<file path="config.mk">
export PLATFORM = sky130hd
export DESIGN_NAME = piece_to_file_span_mapper
export DESIGN_NICKNAME = d
export VERILOG_FILES = /design/src/sv/ptfsm_pkg.sv /design/src/sv/ptfsm_dp.sv /design/src/sv/ptfsm_ctrl.sv /design/src/sv/piece_to_file_span_mapper.sv
export VERILOG_INCLUDE_DIRS = /design/src /design/src/sv
export SDC_FILE = /design/constraint.sdc
export NUM_CORES = 2
export LEC_CHECK = 0
export BUFFER_PORTS_ARGS = -buffer_cell sky130_fd_sc_hd__buf_2
export CELL_PAD_IN_SITES_DETAIL_PLACEMENT = 1
export CELL_PAD_IN_SITES_GLOBAL_PLACEMENT = 1
export CORE_MARGIN = 2
export CORE_UTILIZATION = 40
export DETAILED_ROUTE_END_ITERATION = 12
export PLACE_DENSITY_LB_ADDON = 0.1
export SKIP_LAST_GASP = 1
export SLEW_MARGIN = 20
export SYNTH_ARGS = -nofsm -noshare
export SYNTH_HDL_FRONTEND = slang
export SYNTH_SLANG_ARGS = --single-unit
</file>
<file path="constraint.sdc">
create_clock -name clk -period 24.5 [get_ports clk]
set_input_delay 2.45 -clock clk [delete_from_list [all_inputs] [get_ports clk]]
set_output_delay 2.45 -clock clk [all_outputs]
set_load 0.01 [all_outputs]
</file>
<file path="src/sv/piece_to_file_span_mapper_defines.svh">
// Assertion macros shared by the piece to file span mapper.
// Included by the top level; the macros expect clk and arst_n in scope.
`ifndef PIECE_TO_FILE_SPAN_MAPPER_DEFINES_SVH
`define PIECE_TO_FILE_SPAN_MAPPER_DEFINES_SVH

// Same-cycle implication, disabled while reset is asserted.
`define PTFSM_ASSERT_NOW(label, ante, cons, msg) \
	label: assert property (@(posedge clk) disable iff (!arst_n) (ante) |-> (cons)) \
		else $error(msg);

// Next-cycle implication, disabled while reset is asserted.
`define PTFSM_ASSERT_NEXT(label, ante, cons, msg) \
	label: assert property (@(posedge clk) disable iff (!arst_n) (ante) |=> (cons)) \
		else $error(msg);

`endif

</file>
<file path="src/sv/ptfsm_pkg.sv">
// Package for the piece to file span mapper: widths, codes and the
// command and status structs between controller and datapath. No dependencies.
package ptfsm_pkg;

	localparam int MAX_FILES = 16;
	localparam int IDX_W     = $clog2(MAX_FILES);
	localparam int LEN_W     = 40;
	localparam int END_W     = 44;
	localparam int PIDX_W    = 24;
	localparam int PLEN_W    = 25;
	localparam int FCNT_W    = 5;
	localparam int START_W   = PIDX_W + PLEN_W;

	localparam logic [PLEN_W-1:0] PLEN_MAX   = PLEN_W'(16777216);
	localparam logic [PLEN_W-1:0] PLEN_RESET = PLEN_W'(262144);
	localparam logic [FCNT_W-1:0] FCNT_RESET = FCNT_W'(1);

	// Input item commands.
	localparam logic CMD_LOAD = 1'b0;
	localparam logic CMD_MAP  = 1'b1;

	// Configuration register indexes.
	localparam logic REG_PIECE_LENGTH = 1'b0;
	localparam logic REG_FILE_COUNT   = 1'b1;

	// Table read address selection.
	localparam logic [1:0] RA_PREV = 2'd0;
	localparam logic [1:0] RA_LAST = 2'd1;
	localparam logic [1:0] RA_IDX  = 2'd2;

	typedef struct packed {
		logic       capture;
		logic [1:0] ra_sel;
		logic       wr_en;
		logic       mul_en;
		logic       chk_en;
		logic       idx_clr;
		logic       idx_inc;
		logic       emit_init;
		logic       emit_seg;
		logic       emit_err;
	} dp_cmd_t;

	typedef struct packed {
		logic oor;
		logic scan_more;
		logic seg_last;
		logic out_free;
	} dp_status_t;

endpackage

</file>
<file path="src/sv/ptfsm_dp.sv">
// Datapath of the piece to file span mapper: file tables, piece arithmetic,
// segment walk and the output register. Depends on ptfsm_pkg.
module ptfsm_dp (
	input  logic                         clk,
	input  logic                         arst_n,
	input  ptfsm_pkg::dp_cmd_t           cmd,
	output ptfsm_pkg::dp_status_t        status,
	input  logic [ptfsm_pkg::PLEN_W-1:0] cfg_plen,
	input  logic [ptfsm_pkg::FCNT_W-1:0] cfg_fcnt,
	input  logic [ptfsm_pkg::IDX_W-1:0]  file_slot,
	input  logic [ptfsm_pkg::LEN_W-1:0]  file_length,
	input  logic [ptfsm_pkg::PIDX_W-1:0] piece_num,
	output logic                         out_valid,
	input  logic                         out_stall,
	output logic [ptfsm_pkg::IDX_W-1:0]  seg_file,
	output logic [ptfsm_pkg::LEN_W-1:0]  file_offset,
	output logic [ptfsm_pkg::PIDX_W-1:0] piece_offset,
	output logic [ptfsm_pkg::PLEN_W-1:0] byte_count,
	output logic                         last,
	output logic                         out_of_range
);
	import ptfsm_pkg::*;

	logic [LEN_W-1:0]   len_mem [MAX_FILES];
	logic [END_W-1:0]   end_mem [MAX_FILES];
	logic [LEN_W-1:0]   len_rd_q;
	logic [END_W-1:0]   end_rd_q;
	logic [IDX_W-1:0]   rd_addr;

	logic [IDX_W-1:0]   slot_q;
	logic [LEN_W-1:0]   flen_q;
	logic [PIDX_W-1:0]  pidx_q;
	logic [PLEN_W-1:0]  plen_q;
	logic [IDX_W-1:0]   n_last_q;
	logic [START_W-1:0] start_q;
	logic [END_W-1:0]   stop_q;
	logic [END_W-1:0]   prev_end_q;
	logic [END_W-1:0]   pos_file_q;
	logic [PLEN_W-1:0]  left_q;
	logic [PLEN_W-1:0]  pos_piece_q;
	logic [IDX_W-1:0]   k_q;
	logic [IDX_W-1:0]   idx_q;
	logic [IDX_W-1:0]   idx_d;
	logic               out_valid_q;

	logic [PLEN_W-1:0]  plen_eff;
	logic [FCNT_W-1:0]  n_last_eff;
	logic [END_W-1:0]   prev_end;
	logic [END_W-1:0]   new_end;
	logic [START_W-1:0] product;
	logic [START_W:0]   stop_sum;
	logic [END_W-1:0]   stop_d;
	logic [END_W-1:0]   begin_v;
	logic [LEN_W-1:0]   fleft;
	logic [PLEN_W-1:0]  cnt;

	// Zero piece length counts as one byte; above PLEN_MAX it saturates.
	always_comb begin
		if (cfg_plen == '0) begin
			plen_eff = PLEN_W'(1);
		end else if (cfg_plen > PLEN_MAX) begin
			plen_eff = PLEN_MAX;
		end else begin
			plen_eff = cfg_plen;
		end
		if (cfg_fcnt == '0) begin
			n_last_eff = '0;
		end else if (cfg_fcnt > FCNT_W'(MAX_FILES)) begin
			n_last_eff = FCNT_W'(MAX_FILES - 1);
		end else begin
			n_last_eff = cfg_fcnt - FCNT_W'(1);
		end
	end

	always_comb begin
		if (cmd.idx_clr) begin
			idx_d = '0;
		end else if (cmd.idx_inc) begin
			idx_d = idx_q + IDX_W'(1);
		end else begin
			idx_d = idx_q;
		end
		case (cmd.ra_sel)
			RA_PREV: rd_addr = file_slot - IDX_W'(1);
			RA_LAST: rd_addr = n_last_q;
			default: rd_addr = idx_d;
		endcase
	end

	assign prev_end = (slot_q == '0) ? '0 : end_rd_q;
	assign new_end  = prev_end + END_W'(flen_q);

	always_ff @(posedge clk) begin
		if (cmd.wr_en) begin
			len_mem[slot_q] <= flen_q;
			end_mem[slot_q] <= new_end;
		end
		len_rd_q <= len_mem[rd_addr];
		end_rd_q <= end_mem[rd_addr];
	end

	assign product  = pidx_q * plen_q;
	assign stop_sum = (START_W+1)'(start_q) + (START_W+1)'(plen_q);
	assign stop_d   = (stop_sum > (START_W+1)'(end_rd_q)) ? end_rd_q : stop_sum[END_W-1:0];
	assign begin_v  = (idx_q == '0) ? '0 : prev_end_q;

	// Bytes left in the current file, never negative.
	assign fleft = (END_W'(len_rd_q) > pos_file_q) ? LEN_W'(END_W'(len_rd_q) - pos_file_q) : '0;
	assign cnt   = (LEN_W'(left_q) > fleft) ? PLEN_W'(fleft) : left_q;

	assign status.oor       = start_q >= START_W'(end_rd_q);
	assign status.scan_more = (idx_q < n_last_q) && (START_W'(end_rd_q) <= start_q);
	assign status.seg_last  = (idx_q == n_last_q) || (end_rd_q >= stop_q)
		|| (k_q == IDX_W'(MAX_FILES - 1));
	assign status.out_free  = !out_valid_q || !out_stall;

	always_ff @(posedge clk) begin
		if (cmd.capture) begin
			slot_q   <= file_slot;
			flen_q   <= file_length;
			pidx_q   <= piece_num;
			plen_q   <= plen_eff;
			n_last_q <= n_last_eff[IDX_W-1:0];
		end
		if (cmd.mul_en) begin
			start_q <= product;
		end
		if (cmd.chk_en) begin
			stop_q <= stop_d;
		end
		idx_q <= idx_d;
		if (cmd.idx_inc) begin
			prev_end_q <= end_rd_q;
		end
		if (cmd.emit_init) begin
			pos_file_q  <= (start_q > START_W'(begin_v)) ?
				END_W'(start_q - START_W'(begin_v)) : '0;
			left_q      <= PLEN_W'(START_W'(stop_q) - start_q);
			pos_piece_q <= '0;
			k_q         <= '0;
		end else if (cmd.emit_seg) begin
			pos_file_q  <= '0;
			left_q      <= left_q - cnt;
			pos_piece_q <= pos_piece_q + cnt;
			k_q         <= k_q + IDX_W'(1);
		end
	end

	always_ff @(posedge clk or negedge arst_n) begin
		if (!arst_n) begin
			out_valid_q <= 1'b0;
		end else if (cmd.emit_seg || cmd.emit_err) begin
			out_valid_q <= 1'b1;
		end else if (!out_stall) begin
			out_valid_q <= 1'b0;
		end
	end

	always_ff @(posedge clk) begin
		if (cmd.emit_seg) begin
			seg_file     <= idx_q;
			file_offset  <= pos_file_q[LEN_W-1:0];
			piece_offset <= pos_piece_q[PIDX_W-1:0];
			byte_count   <= cnt;
			last         <= status.seg_last;
			out_of_range <= 1'b0;
		end else if (cmd.emit_err) begin
			seg_file     <= '0;
			file_offset  <= '0;
			piece_offset <= '0;
			byte_count   <= '0;
			last         <= 1'b1;
			out_of_range <= 1'b1;
		end
	end

	assign out_valid = out_valid_q;

endmodule

</file>
<file path="src/sv/ptfsm_ctrl.sv">
// Controller state machine of the piece to file span mapper.
// Sequences loads, the piece arithmetic, the table scan and emission; uses ptfsm_pkg.
module ptfsm_ctrl (
	input  logic                  clk,
	input  logic                  arst_n,
	input  logic                  in_valid,
	input  logic                  in_cmd,
	output logic                  in_stall,
	input  ptfsm_pkg::dp_status_t status,
	output ptfsm_pkg::dp_cmd_t    cmd
);
	import ptfsm_pkg::*;

	localparam logic [2:0] ST_IDLE  = 3'd0;
	localparam logic [2:0] ST_LD_WR = 3'd1;
	localparam logic [2:0] ST_MUL   = 3'd2;
	localparam logic [2:0] ST_CHK   = 3'd3;
	localparam logic [2:0] ST_SCAN  = 3'd4;
	localparam logic [2:0] ST_EMIT  = 3'd5;
	localparam logic [2:0] ST_ERR   = 3'd6;

	logic [2:0] state_q;
	logic [2:0] state_d;

	assign in_stall = (state_q != ST_IDLE);

	always_comb begin
		cmd     = '0;
		cmd.ra_sel = RA_IDX;
		state_d = state_q;
		case (state_q)
			ST_IDLE: begin
				cmd.ra_sel = RA_PREV;
				if (in_valid) begin
					cmd.capture = 1'b1;
					state_d = (in_cmd == CMD_LOAD) ? ST_LD_WR : ST_MUL;
				end
			end
			ST_LD_WR: begin
				cmd.wr_en = 1'b1;
				state_d   = ST_IDLE;
			end
			ST_MUL: begin
				cmd.mul_en = 1'b1;
				cmd.ra_sel = RA_LAST;
				state_d    = ST_CHK;
			end
			ST_CHK: begin
				cmd.chk_en  = 1'b1;
				cmd.idx_clr = 1'b1;
				state_d     = status.oor ? ST_ERR : ST_SCAN;
			end
			ST_SCAN: begin
				if (status.scan_more) begin
					cmd.idx_inc = 1'b1;
				end else begin
					cmd.emit_init = 1'b1;
					state_d       = ST_EMIT;
				end
			end
			ST_EMIT: begin
				if (status.out_free) begin
					cmd.emit_seg = 1'b1;
					cmd.idx_inc  = 1'b1;
					if (status.seg_last) begin
						state_d = ST_IDLE;
					end
				end
			end
			ST_ERR: begin
				if (status.out_free) begin
					cmd.emit_err = 1'b1;
					state_d      = ST_IDLE;
				end
			end
			default: begin
				state_d = ST_IDLE;
			end
		endcase
	end

	always_ff @(posedge clk or negedge arst_n) begin
		if (!arst_n) begin
			state_q <= ST_IDLE;
		end else begin
			state_q <= state_d;
		end
	end

endmodule

</file>
<file path="src/sv/piece_to_file_span_mapper.sv">
// Piece to file span mapper. A load item (cmd 0) makes one table read of the previous
// slot's end offset, then one write of the length and new end. A map item (cmd 1) forms
// the piece start product, then runs the total-length check, then scans the slots up to
// and including the first file holding the piece's first byte, then emits one segment at
// a time while the output side takes them. An out-of-range piece gives one error result
// after the check. The single read port of the file table is stepped through one slot a
// cycle by the scan, and by the segment walk while the output side takes its segments.
// Configuration sits at byte address 0 (piece_length) and 4 (file_count); the user must
// write it only while the block is idle, and the block itself does not enforce this.
module piece_to_file_span_mapper (
	input  logic                         clk,
	input  logic                         arst_n,
	input  logic                         psel,
	input  logic                         penable,
	input  logic                         pwrite,
	input  logic [2:0]                   paddr,
	input  logic [31:0]                  pwdata,
	output logic [31:0]                  prdata,
	output logic                         pready,
	input  logic                         in_valid,
	output logic                         in_stall,
	input  logic                         cmd,
	input  logic [ptfsm_pkg::IDX_W-1:0]  file_slot,
	input  logic [ptfsm_pkg::LEN_W-1:0]  file_length,
	input  logic [ptfsm_pkg::PIDX_W-1:0] piece_num,
	output logic                         out_valid,
	input  logic                         out_stall,
	output logic [ptfsm_pkg::IDX_W-1:0]  seg_file,
	output logic [ptfsm_pkg::LEN_W-1:0]  file_offset,
	output logic [ptfsm_pkg::PIDX_W-1:0] piece_offset,
	output logic [ptfsm_pkg::PLEN_W-1:0] byte_count,
	output logic                         last,
	output logic                         out_of_range
);
	import ptfsm_pkg::*;
	`include "piece_to_file_span_mapper_defines.svh"

	logic [PLEN_W-1:0] piece_length_q;
	logic [FCNT_W-1:0] file_count_q;
	logic              cfg_wr;
	dp_cmd_t           dp_cmd;
	dp_status_t        dp_status;

	assign pready = 1'b1;
	assign cfg_wr = psel && penable && pwrite && pready;

	always_ff @(posedge clk or negedge arst_n) begin
		if (!arst_n) begin
			piece_length_q <= PLEN_RESET;
			file_count_q   <= FCNT_RESET;
		end else if (cfg_wr) begin
			case (paddr[2])
				REG_PIECE_LENGTH: piece_length_q <= pwdata[PLEN_W-1:0];
				REG_FILE_COUNT:   file_count_q   <= pwdata[FCNT_W-1:0];
				default:          ;
			endcase
		end
	end

	always_comb begin
		case (paddr[2])
			REG_PIECE_LENGTH: prdata = 32'(piece_length_q);
			REG_FILE_COUNT:   prdata = 32'(file_count_q);
			default:          prdata = '0;
		endcase
	end

	ptfsm_ctrl u_ctrl (
		.clk      (clk),
		.arst_n   (arst_n),
		.in_valid (in_valid),
		.in_cmd   (cmd),
		.in_stall (in_stall),
		.status   (dp_status),
		.cmd      (dp_cmd)
	);

	ptfsm_dp u_dp (
		.clk          (clk),
		.arst_n       (arst_n),
		.cmd          (dp_cmd),
		.status       (dp_status),
		.cfg_plen     (piece_length_q),
		.cfg_fcnt     (file_count_q),
		.file_slot    (file_slot),
		.file_length  (file_length),
		.piece_num    (piece_num),
		.out_valid    (out_valid),
		.out_stall    (out_stall),
		.seg_file     (seg_file),
		.file_offset  (file_offset),
		.piece_offset (piece_offset),
		.byte_count   (byte_count),
		.last         (last),
		.out_of_range (out_of_range)
	);

	// An error result is a single, empty, final transfer.
	`PTFSM_ASSERT_NOW(a_err_shape, out_valid && out_of_range, last && byte_count == '0 && seg_file == '0, "error result is not a single empty final transfer")
	// Every accepted item makes the block busy, so no second item is taken straight after it.
	`PTFSM_ASSERT_NEXT(a_busy_after_accept, in_valid && !in_stall, in_stall, "block took items on consecutive cycles")
	// A non-final segment transfer is followed at once by the next segment.
	`PTFSM_ASSERT_NEXT(a_next_seg_follows, out_valid && !out_stall && !last, out_valid, "gap after a non-final segment")

endmodule
</file>
Word level (Yosys, flattened, before mapping)
Memory sizes are Yosys's and may differ from the RTL's. A register that Yosys moved wholly into a read port is not among the register bits.
Index checks and enable logic that the tools add are counted.
- register bits: 465
- bits in latches: 0
- RAM bits: 1344
- bits in read-only memories: 0
- input bits: 111
- output and inout port bits: 130
- logic and storage cells: 137
- memories kept: 2
- $add $sub $neg: 11
- multipliers: 1
- divide/modulo/power cells: 0
- order comparisons: 10
- equality and inequality tests: 15
- shifts and indexed selects: 0
- mux-type cells: 51
- bitwise gates (word level): 1
- reductions and logical operators: 22
- memories (name ; words ; bits a word ; read ports ; clocked after Yosys merged registers in ; write ports ; line ; source):
    u_dp.end_mem ; 16 ; 44 ; 1 ; 1 ; 1 ; ptfsm_dp.sv:25 ; logic [END_W-1:0] end_mem [MAX_FILES];
    u_dp.len_mem ; 16 ; 40 ; 1 ; 1 ; 1 ; ptfsm_dp.sv:24 ; logic [LEN_W-1:0] len_mem [MAX_FILES];
- operators by type and width (operator ; count):
    two-way mux 44 bit ; 6
    two-way mux 25 bit ; 6
    two-way mux 40 bit ; 3
    case mux 32 bit (2 select lines) ; 1
    adder 49 x 25 -> 50 bit ; 1
    > comparator 50 x 44 -> 1 bit ; 1
    subtractor 25 bit ; 2
    >= comparator 49 x 44 -> 1 bit ; 1
    > comparator 49 x 44 -> 1 bit ; 1
    less-or-equal comparator 44 x 49 -> 1 bit ; 1
    multiplier 24 x 25 -> 49 bit ; 1
    two-way mux 24 bit ; 2
    adder 44 x 40 -> 44 bit ; 1
    >= comparator 44 bit ; 1
    > comparator 40 x 44 -> 1 bit ; 1
    subtractor 44 bit ; 1
    > comparator 25 x 40 -> 1 bit ; 1
    subtractor 40 bit ; 1
    adder 25 bit ; 1
    > comparator 25 bit, second input constant ; 1
    logical NOT 25 bit ; 1
    two-way mux 4 bit ; 5
    case mux 3 bit (6 select lines) ; 1
    two-way mux 1 bit ; 16
    other kinds (30) ; 54

Longest topological paths before layout
- depth after elaboration: 7
- depth in mapped cells: 45
- mapped depth without buffers: 42

Hierarchy
A second synthesis with hierarchy kept.
- cells, all modules: 9155
- area total of the unflattened synthesis: 106200.6 um2
- by module, submodules not included (module ; times used ; cells an instance ; area an instance (um2) ; sequential area each (um2)):
    ptfsm_dp ; 1 ; 9010 ; 104400.1 ; 54647.4
    piece_to_file_span_mapper ; 1 ; 102 ; 1486.4 ; 753.2
    ptfsm_ctrl ; 1 ; 43 ; 314.1 ; 75.1

Worst setup path after synthesis
OpenSTA, ideal clock, no wires.
- kind: reg2reg
- start point: register u_dp.pos_file_q[0]
- end point: register u_dp.left_q[24], data pin
- setup time: 273 ps
- arrival: 9316 ps
- data required time: 24227 ps
- path slack: 14911 ps
- cell stages (with the launch flop): 45
- path buffers: 4
- period minus slack after synthesis: 9589 ps
- cell sequence: edfxtp_1 > ha_1 > inv_1 > fa_1 > a211oi_1 > o211ai_1 > a2111oi_2 > o32ai_1 > a21oi_1 > a21oi_1 > o31a_1 > clkbuf_1 > clkbuf_1 > nand2_1 > ha_1 > and4_1 > nand3_1 > or4_1 > [9 not listed] > ha_1 > inv_1 > fa_1 > a21o_1 > a21oi_1 > o21ai_0 > a21oi_1 > o21a_1 > o21ai_0 > o41ai_1 > o21ai_0 > a31o_2 > a31oi_1 > a21oi_1 > or3_1 > a31o_1 > xnor2_1 > mux2i_1
- word-level cells in the longest chain between the ends: 7
- elaborated cells between the ends (all ways): 8
- classes of those cells: 2 x add/sub; 2 x order compare; 4 x mux
- RTL lines (element ; line ; source):
    from (decl) ; ptfsm_dp.sv:38 ; logic [END_W-1:0] pos_file_q;
    from (signal assigned) ; ptfsm_dp.sv:136 ; pos_file_q <= (start_q > START_W'(begin_v)) ?
    subtractor 40 bit or > comparator 40 x 44 -> 1 bit (tied branches) ; ptfsm_dp.sv:108 ; assign fleft = (END_W'(len_rd_q) > pos_file_q) ? LEN_W'(END_W'(len_rd_q) - pos_file_q) : '0;
    two-way mux 40 bit * ; ptfsm_dp.sv:108 ;
    > comparator 25 x 40 -> 1 bit ; ptfsm_dp.sv:109 ; assign cnt = (LEN_W'(left_q) > fleft) ? PLEN_W'(fleft) : left_q;
    two-way mux 25 bit * ; ptfsm_dp.sv:109 ;
    via u_dp.cnt[0] ; ptfsm_dp.sv:55 ; logic [PLEN_W-1:0] cnt;
    subtractor 25 bit * ; ptfsm_dp.sv:143 ; left_q <= left_q - cnt;
    two-way mux 25 bit * ; ptfsm_dp.sv:141 ; end else if (cmd.emit_seg) begin
    two-way mux 25 bit * ; ptfsm_dp.sv:135 ; if (cmd.emit_init) begin
    to (signal assigned) ; ptfsm_dp.sv:138 ; left_q <= PLEN_W'(START_W'(stop_q) - start_q);
    to (signal assigned) ; ptfsm_dp.sv:143 ;
    to (decl) ; ptfsm_dp.sv:39 ; logic [PLEN_W-1:0] left_q;
The timed path passes the listed nets; every way through them passes the cells marked *. The select of a mux whose other input is x is not followed.
A chain may end at the register's enable or synchronous reset.

Worst setup path in the final report
- start point: register u_dp.len_rd_q[0] (read register of u_dp.len_mem)
- end point: register u_dp.left_q[22], data pin
- word-level cells in the longest chain between the ends: 7
- elaborated cells between the ends (all ways): 8
- classes of those cells: 2 x add/sub; 2 x order compare; 4 x mux
- RTL lines (element ; line ; source):
    from (decl) ; ptfsm_dp.sv:26 ; logic [LEN_W-1:0] len_rd_q;
    subtractor 40 bit or > comparator 40 x 44 -> 1 bit (tied branches) ; ptfsm_dp.sv:108 ;
    two-way mux 40 bit * ; ptfsm_dp.sv:108 ;
    > comparator 25 x 40 -> 1 bit ; ptfsm_dp.sv:109 ;
    two-way mux 25 bit * ; ptfsm_dp.sv:109 ;
    via u_dp.cnt[0] ; ptfsm_dp.sv:55 ;
    subtractor 25 bit * ; ptfsm_dp.sv:143 ;
    two-way mux 25 bit * ; ptfsm_dp.sv:141 ;
    two-way mux 25 bit * ; ptfsm_dp.sv:135 ;
Marks and branches as above.

==> impl_results.md <==
- Final nets: 10,608
- H-tree levels: 4
- Top cell type's share of synthesized area: 0.494
- RSZ-0062 raised after global routing: false
- Post-synthesis sequential area ratio: 0.525
- Worst-Margin Slew: 1200 ps
- Post-CTS resize count: 0
- Mean post-synth cell area: 11.4 sq um
- DRC Markers: 0
- Rows: between 150 and 200
- Final hold violations: 0
- Crit path launch type: flip-flop
- Post-synth ARST share: 0.0180
- First-pass GRT wire length: 511 mm
- Area of the core: 0.263 sq mm
- CTS root buffer: clkbuf_16
- Crit-path max cell delay: 670 ps
- Layout cell share with drive strength beyond 1: 0.0935
- Mean number of vias per cell: 5.52
- Crit path buf inv count: 6
- Area of the mapped netlist: between 0.1 and 0.15 sq mm
- Initial DRC count: 5,606
- WL final: 348 mm
- Crit-path slowest cell: a2111oi_2
- CTS tree: done
- Fillers: 27,943
- DPL Wire Length: roughly 230 mm
- Max_cap viols: 0
- Netlist cell types: 98
- Leading area contributor after synthesis: edfxtp_1
- Initial antenna violation count: 22
- Die height: 518 microns
- Hold_buf cts: 0
- CP top delay family: compound AO/OA/AOI/OAI gates
- Die width: 518 microns
- Largest net degree at the start of global routing: 144
- Tightest Hold Check Type: reg2reg
- DR pass1 iterations: 5
- Setup repair bufs after CTS: 0
- # clock sinks: 1,892
- PortBufs: 223
- CP most frequent cell: a21oi_1
- Synth-to-Final Area Change: 11.9%
- YS warnings: 0
- Clk slew on worst S/H paths: 60 ps
- Final worst path period share: 0.485
- Clk_lat worst skew: 900 ps
- Drt wl/cell: 26.5 microns
- Routed Antenna Nets: 0
- Vias in the first global route: 76,335
- Bufs on Longest Clock Path: 4
- Synth Flop Type: edfxtp_1
- Worst Setup End Kind: flip-flop
- Starting density of the core: 0.402
- Via count: just over 70,000
- Total GRT Usage: 0.255
- Final setup TNS: 0 ps
- Number of synthesized register bits: roughly 1,900
- TritonCTS Buffers: 213
- Fin. max-slew vios: 0
- Req. time, crit path: 25,080 ps
- Synth top area cells: edfxtp_1 (49%), fa_1 (9.7%), ha_1 (6.6%)
- Commonest non-fill, non-tap cells in the layout: edfxtp_1 (1,741), nand2_1 (1,642), nand3_1 (833), inv_1 (758), ha_1 (560)
- Tmin final: about 12,000 ps
- Slew HR: 0.200
- I/O pins: approximately 240
- EDFF count, synth: 1,741
- Die Footprint: between 0.2 and 0.3 sq mm
- Final setup viols: 0
- Clock Skews: between 70 and 80 ps
- Most common cell after layout, fill and taps aside: edfxtp_1
- Critical path type: reg2reg
- Status: complete, no violations
- Fmax: 84.2 MHz
- RD Place Congestion: 0.895
- Worst-path fanout max: 29
- Critical Path AT: 12,460 ps
- GRT overflow: 0
- Cell count after synthesis: 9,248
-- flip-flops by register name, summed over array words and instances (netlist names), 44 cells and up --
register         cells
u_dp.end_mem       704
u_dp.len_mem       640
u_dp.start_q        49
u_dp.end_rd_q       44
u_dp.pos_file_q     44
u_dp.prev_end_q     44
u_dp.stop_q         44
-- cell families after synthesis --
logic type,share of synthesized area
muxes,0.0360
DFF,0.525
and+or+nand+nor,0.151
AOI/OAI and AO/OA,0.0616
adders and majority gates,0.163
buffers and inverters,0.0433
xor gates and xnor gates,0.0201
other,0.0000710
-- Yosys cell counts (64+ instances only) --
cell type and n:
ha_1 560, clkbuf_1 340, a32oi_1 84, and2_1 284, nand2_1 1642, o21ai_0 156
inv_1 759, mux2_2 98, nor2_1 347, a21oi_1 277, edfxtp_1 1741, nand3_1 834
xnor2_1 179, a21o_1 146, dfxtp_1 117, xor2_1 64, nor2b_1 85, mux2i_1 270
fa_1 511
-- final cells by class --
type	instances	area (sq um)	share of cell area
tap	3515	4400	0.0372
sequential	1892	55500	0.469
clock inverter	121	1240	0.0105
multi-input combinational	6175	46100	0.390
antenna	23	57.6	0.000487
timing repair buffer	383	2480	0.0209
clock buffer	272	5660	0.0479
inverter	761	2860	0.0242
-- layer usage --
metal  share of wire  vias to the layer above  GRT usage
li1                -                    32557          -
met1            0.44                    37892      0.349
met2            0.47                     1636      0.423
met3           0.051                      442     0.0350
met4           0.030                       12     0.0738
met5         0.00021                        -          0
-- stage by stage --
stage | hold WS (ps) | worst slack, ps | instance area, sq um | utilization | instances
2_1_floorplan | 445 | 14910 | 106000 | - | 9254
3_3_place_gp | 464 | 12920 | 111000 | 0.423 | 12723
3_5_place_dp | 465 | 12750 | 111000 | 0.423 | 12724
4_1_cts | 474 | 12650 | 118000 | 0.449 | 13117
5_1_grt | 487 | 11880 | 118000 | 0.450 | 13135
6_report | 471 | 12630 | 118000 | 0.450 | 13142
-- worst paths after layout --
kind / start / end / slack [ps] / cells past startpoint
worst max-delay path: u_dp.len_rd_q[0] / u_dp.left_q[22] / 12630 / 43
worst min-delay path: u_dp.pos_piece_q[8] / u_dp.pos_piece_q[8] / 470 / 2
worst max register to register: u_dp.len_rd_q[0] / u_dp.left_q[22] / 12630 / 43
worst min register to register: u_dp.pos_piece_q[8] / u_dp.pos_piece_q[8] / 470 / 2
max in group asynchronous: arst_n / u_ctrl.state_q[2] / 22110 / 1
min in group asynchronous: arst_n / piece_length_q[16] / 1740 / 1
-- worst min-delay path, cell delays in order (launching register included) --
cell and delay (ps):
dfxtp_1 320, nand2_1 60, a21oi_1 50
Power is not shown: default switching activity piles up to over one toggle a cycle in this logic, so the estimate is an artifact.
